===== src/rtl/glos_pkg.sv =====
`default_nettype none
// ----------------------------------------------------------------------------
// glos_pkg: shared definitions of the grid line-of-sight checker
// Field widths, default grid size, sequencer states and the walk records
// passed between the sequencer and the step unit.
// ----------------------------------------------------------------------------
package glos_pkg;

  // Fixed widths of the coordinate fields
  localparam int COL_W = 7;
  localparam int ROW_W = 6;

  // Default grid size
  localparam int GRID_COLS_DEF = 128;
  localparam int GRID_ROWS_DEF = 64;

  // The error term stays within minus twice the row span and twice the column span
  localparam int ERR_W  = COL_W + 3;
  // The remaining count is at most 1 + dx + dy and may end one below zero
  localparam int LEFT_W = COL_W + 2;

  // Item kinds carried by the mode field
  typedef enum logic {
    MODE_WRITE = 1'b0,
    MODE_QUERY = 1'b1
  } glos_mode_t;

  // Sequencer states
  typedef enum logic [1:0] {
    ST_CLEAR,
    ST_IDLE,
    ST_WALK,
    ST_RESP
  } glos_state_t;

  // Position, error term and remaining count of a walk
  typedef struct packed {
    logic        [COL_W-1:0]  x;
    logic        [ROW_W-1:0]  y;
    logic signed [ERR_W-1:0]  err;
    logic signed [LEFT_W-1:0] left;
  } glos_walk_t;

  // Constant increments of a walk, fixed for the whole query
  typedef struct packed {
    logic signed [ERR_W-1:0] ddx;
    logic signed [ERR_W-1:0] ddy;
    logic signed [ERR_W-1:0] ddiag;
    logic                    sx;
    logic                    sy;
  } glos_dir_t;

endpackage
`default_nettype wire


===== src/rtl/glos_step_unit.sv =====
`default_nettype none
// ----------------------------------------------------------------------------
// glos_step_unit: one step of the error-term grid traversal
// Moves the walk by one cell in x, in y or diagonally, with a single shared
// adder for the error term.
// ----------------------------------------------------------------------------
module glos_step_unit (
  input  glos_pkg::glos_walk_t cur,
  input  glos_pkg::glos_dir_t  dir,
  output glos_pkg::glos_walk_t nxt
);
  import glos_pkg::*;

  logic        [COL_W-1:0]  x_step;
  logic        [ROW_W-1:0]  y_step;
  logic signed [ERR_W-1:0]  err_delta;
  logic signed [LEFT_W-1:0] left_dec;

  // Neighbouring coordinates in the direction of the end cell
  assign x_step = dir.sx ? (cur.x + COL_W'(1)) : (cur.x - COL_W'(1));
  assign y_step = dir.sy ? (cur.y + ROW_W'(1)) : (cur.y - ROW_W'(1));

  // Select the move and the error increment; a tie moves diagonally and
  // uses up one extra count.
  always_comb begin
    nxt       = cur;
    err_delta = dir.ddiag;
    left_dec  = $signed(LEFT_W'(2));
    if (cur.err > 0) begin
      nxt.x     = x_step;
      err_delta = -dir.ddy;
      left_dec  = $signed(LEFT_W'(1));
    end else if (cur.err < 0) begin
      nxt.y     = y_step;
      err_delta = dir.ddx;
      left_dec  = $signed(LEFT_W'(1));
    end else begin
      nxt.x = x_step;
      nxt.y = y_step;
    end
    nxt.err  = cur.err + err_delta;
    nxt.left = cur.left - left_dec;
  end

endmodule
`default_nettype wire


===== config.mk =====
export PLATFORM = sky130hd
export DESIGN_NAME = glos_step_unit
export DESIGN_NICKNAME = d
export VERILOG_FILES = /design/src/rtl/glos_pkg.sv /design/src/rtl/glos_step_unit.sv
export SDC_FILE = /design/constraint.sdc
export NUM_CORES = 1
export LEC_CHECK = 0
export CAP_MARGIN = 15
export CORE_UTILIZATION = 30
export DETAILED_ROUTE_END_ITERATION = 8
export DONT_BUFFER_PORTS = 1
export REMOVE_ABC_BUFFERS = 1
export SETUP_SLACK_MARGIN = 0.4
export SYNTH_ARGS = -nofsm -noshare
export SYNTH_HDL_FRONTEND = slang
export SYNTH_SLANG_ARGS = --single-unit

===== constraint.sdc =====
create_clock -name vclk -period 8.42
set_clock_uncertainty 0.05 [all_clocks]
set_input_delay 2.526 -clock vclk [all_inputs]
set_output_delay 2.526 -clock vclk [all_outputs]
set_load 0.02 [all_outputs]

# After elaboration in Yosys (flattened, before gate mapping)
# Cells that the tools add are included.
# totals
word_cells,18
ff_bits,0
# op_classes
muxes,9
n_lt_le_gt_ge,2
add_sub_neg,7
# ops
op,count
7-bit 2-to-1 mux,3
10-bit 2-to-1 mux,2
6-bit 2-to-1 mux,2
10-bit adder,1
"10-bit by 1-bit greater-than comparator with 1-bit output, second input constant",1
"10-bit by 1-bit < comparator with 1-bit output, second input constant",1
10-bit negator,1
9-bit subtractor,1
"7-bit by 1-bit adder with 7-bit output, second input constant",1
"7-bit by 1-bit subtractor with 7-bit output, second input constant",1
"6-bit by 1-bit adder with 6-bit output, second input constant",1
"6-bit by 1-bit subtractor with 6-bit output, second input constant",1
2-bit 2-to-1 mux,2

# Longest topological paths before layout
# depth
depth_word,4
mapped_depth,13
depth_no_buf,13

# Least setup slack after synthesis
# No wires, ideal clock.
# synth_path
kind,in2out
startpoint,in cur[14] in the netlist's numbering
endpoint,out nxt[17] in the netlist's numbering
slack_ns,0.845
n_path_buf,0
arrival_ns,4.999
path_stages,11
cell_sequence,nor4_2 nand3_1 mux2i_1 o21ai_0 ha_1 fa_1 a21o_1 a21oi_1 o2111ai_1 a21oi_1 xnor2_1
# synth_lines
element,line_no,rtl
start: declaration,glos_step_unit.sv:8,"input glos_pkg::glos_walk_t cur,"
end: declaration,glos_step_unit.sv:10,output glos_pkg::glos_walk_t nxt

==> metrics.log <==
[metrics] post-detailed-route via-to-cell ratio: about 5.4
[metrics] DRC errors left: 0
[metrics] die height: ~73 um
[metrics] total of endpoints with negative setup slack in the final report: 0
[metrics] remaining number of nets flagged by the antenna check after routing: 0
[metrics] count leader, synth: sky130_fd_sc_hd__nand2_1
[metrics] maximum number of pins on one net before global-route repair: 31
[metrics] period utilisation layout: roughly 92%
[metrics] via count: approximately 1500
[metrics] post-DR wirelength/cell: roughly 14 um
[metrics] number of distinct library cell variants in the gate-level netlist after synthesis: 43
[metrics] global-route total usage across every layer: 12.8%
[metrics] layout overhead on the synthesized area: 4.77%
[metrics] highest attainable clock frequency: roughly 130 MHz
[metrics] classification of the worst setup path: in2out
[metrics] number of port buffers: 0
[metrics] worst supply voltage drop on vdd: between 0.03 and 0.04 mV
[metrics] share of the synthesized area in the top cell type: about 17%
[metrics] element type at the critical path end: primary output
[metrics] Layout Nets: just under 300
[metrics] n_diodes: 0
[metrics] fraction of final layout cells sized beyond drive strength 1: under 10%
[metrics] status: finished clean
[metrics] critical path launch point type: input port
[metrics] initial DRC count: 16
[metrics] layout sequential cell count: 0
[metrics] leakage power: just under 0.7 nW
[metrics] number of pins exceeding their max-slew limit in the final report: 0
[metrics] Core Area: around 4800 um2
[metrics] gate count after technology mapping: approximately 210
[metrics] top cells by area in the synthesized netlist: sky130_fd_sc_hd__ha_1, sky130_fd_sc_hd__xor2_1, sky130_fd_sc_hd__xnor2_1
[metrics] Hold Slack: between 5 and 6 ns
[metrics] total grt overflow: 0
[metrics] Worst EP arrival: between 5 and 6 ns
[metrics] required time of the worst setup path: 5.84 ns
[metrics] cell area after technology mapping: 1520 um2
[metrics] Final Hold Vio Count: 0
[metrics] commonest cells in the netlist: sky130_fd_sc_hd__nand2_1, sky130_fd_sc_hd__ha_1, sky130_fd_sc_hd__xor2_1
[metrics] worst min-delay path class: in2out
[metrics] Ys Warns: 0
[metrics] RePlAce Congestion: 0.849
[metrics] Sequential Area: 0 um2
[metrics] vias in the first global route: between 1000 and 1500
[metrics] initial antenna violation count: 0
[metrics] cts-stage hold buffer count: 0
[metrics] post-detailed-placement half-perimeter wirelength: 3220 um
[metrics] setup TNS after final layout: 0 ns
[metrics] chip width: 73.2 um
[metrics] initial core utilization: roughly a third
[metrics] die area: approximately 5400 um2
[metrics] post-detailed-placement cell area: approximately 1600 um2
[metrics] clock buffer count: 0
[metrics] Final Routed Wirelength: about 3700 um
[metrics] Pwr per Cell Area: between 70 and 80 nW/um2
[metrics] minimum period implied by the final worst setup slack: roughly 8 ns
[metrics] sequential area share after synthesis: 0%
[metrics] number of max-capacitance violations reported: 0
[metrics] boundary pin count: between 90 and 100
[metrics] post-synthesis average cell area: 7.32 um2
[metrics] unrepaired setup endpoints after global routing: no
[metrics] number of standard-cell rows in the floorplan: 25
[metrics] Non-Filler Cell Area, Final: approximately 1600 um2
[metrics] wire length of the first global-routing pass: 5670 um
[metrics] Slew Limit Headroom: between 40% and 50%
[metrics] transition time at the pin with the least slew margin: 0.874 ns
[metrics] iteration count of the initial detailed-routing pass: 4
[metrics] library cell occupying the most area in the post-synthesis netlist: sky130_fd_sc_hd__ha_1
[metrics] critical path peak fanout: 7
## critical path, stage by stage
cell and delay, ns:
sky130_fd_sc_hd__nor4_2 0.40, sky130_fd_sc_hd__nand3_2 0.24, sky130_fd_sc_hd__mux2i_1 0.23, sky130_fd_sc_hd__o21ai_0 0.10, sky130_fd_sc_hd__ha_1 0.22, sky130_fd_sc_hd__fa_1 0.41, sky130_fd_sc_hd__a21o_1 0.17, sky130_fd_sc_hd__a21oi_1 0.27
sky130_fd_sc_hd__o2111ai_1 0.18, sky130_fd_sc_hd__a21oi_1 0.19, sky130_fd_sc_hd__xnor2_1 0.27
## placed cells by master (no fill, tap or decap), types with 3 or more instances in the layout
cell	netlist	routed
sky130_fd_sc_hd__xnor2_1	12	11
sky130_fd_sc_hd__o21ai_0	11	10
sky130_fd_sc_hd__mux2i_1	3	3
sky130_fd_sc_hd__a211oi_1	4	4
sky130_fd_sc_hd__fa_1	4	4
sky130_fd_sc_hd__nor2b_1	4	4
sky130_fd_sc_hd__nor2_1	14	14
sky130_fd_sc_hd__ha_1	21	21
sky130_fd_sc_hd__nand2_1	26	26
sky130_fd_sc_hd__xor2_1	16	16
sky130_fd_sc_hd__a21oi_1	14	14
sky130_fd_sc_hd__nor3_1	7	7
sky130_fd_sc_hd__o31ai_1	3	3
sky130_fd_sc_hd__o21ai_1	3	4
sky130_fd_sc_hd__inv_1	11	11
sky130_fd_sc_hd__mux2_2	8	8
sky130_fd_sc_hd__nor4_1	4	4
sky130_fd_sc_hd__a21o_1	6	6
## worst paths after layout
path / start / to / slack [ns] / cells after the start
max: cur[14] / nxt[17] / 0.64 / 11
min: cur[25] / nxt[25] / 5.13 / 1
## area by class of cell
| type | count | area, um2 |
|---|---|---|
| inverter | 11 | 41.3 |
| multi-input combinational | 193 | 1460 |
| tap | 67 | 83.8 |
| timing repair buffer | 1 | 7.51 |
| fill | 529 | 3220 |
## metal layers
metal | track usage, % | wire (um) | vias up
li1 | - | - | 767
met4 | 0 | 0 | 0
met5 | 0 | 0 | -
met1 | 16.1 | 1640 | 645
met2 | 23.5 | 1810 | 51
met3 | 2.90 | 300 | 0
## power breakdown
group / internal [W] / total (W) / switching (W)
Sequential: 0 / 0 / 0
Clock: 0 / 0 / 0
Combinational: 0.0000448 / 0.000121 / 0.0000758
## cells by family (layout without fill, tap and decap cells)
group                      count (synthesis)  count (layout)  synth area share (%)
and+or+nand+nor                           74              74                  25.0
AOI/OAI and AO/OA                         55              55                  23.7
adders and majority gates                 25              25                  22.5
buffers and inverters                     15              12                  4.77
muxes                                     11              11                  7.89
xor gates and xnor gates                  28              28                  16.1
## stage by stage
step / power (W) / std cells / util, % / setup slack [ns]
after floorplan: 0.000107 / 204 / - / 0.854
final: 0.000121 / 272 / 33.1 / 0.640
after CTS: 0.000120 / 271 / 32.7 / 0.460
after detailed placement: 0.000119 / 271 / 32.7 / 0.453
after global placement: 0.000119 / 271 / 32.7 / 0.558
after global routing: 0.000132 / 272 / 33.1 / 0.459
## what timing repair did
| item | in CTS | in global routing |
|---|---|---|
| hold endpoints to repair | 0 | 0 |
| buffers inserted | 0 | 1 |
| resized for setup | 0 | 3 |
| setup endpoints to repair | 0 | 4 |
Note: power is estimated with default switching activity, not from simulation.
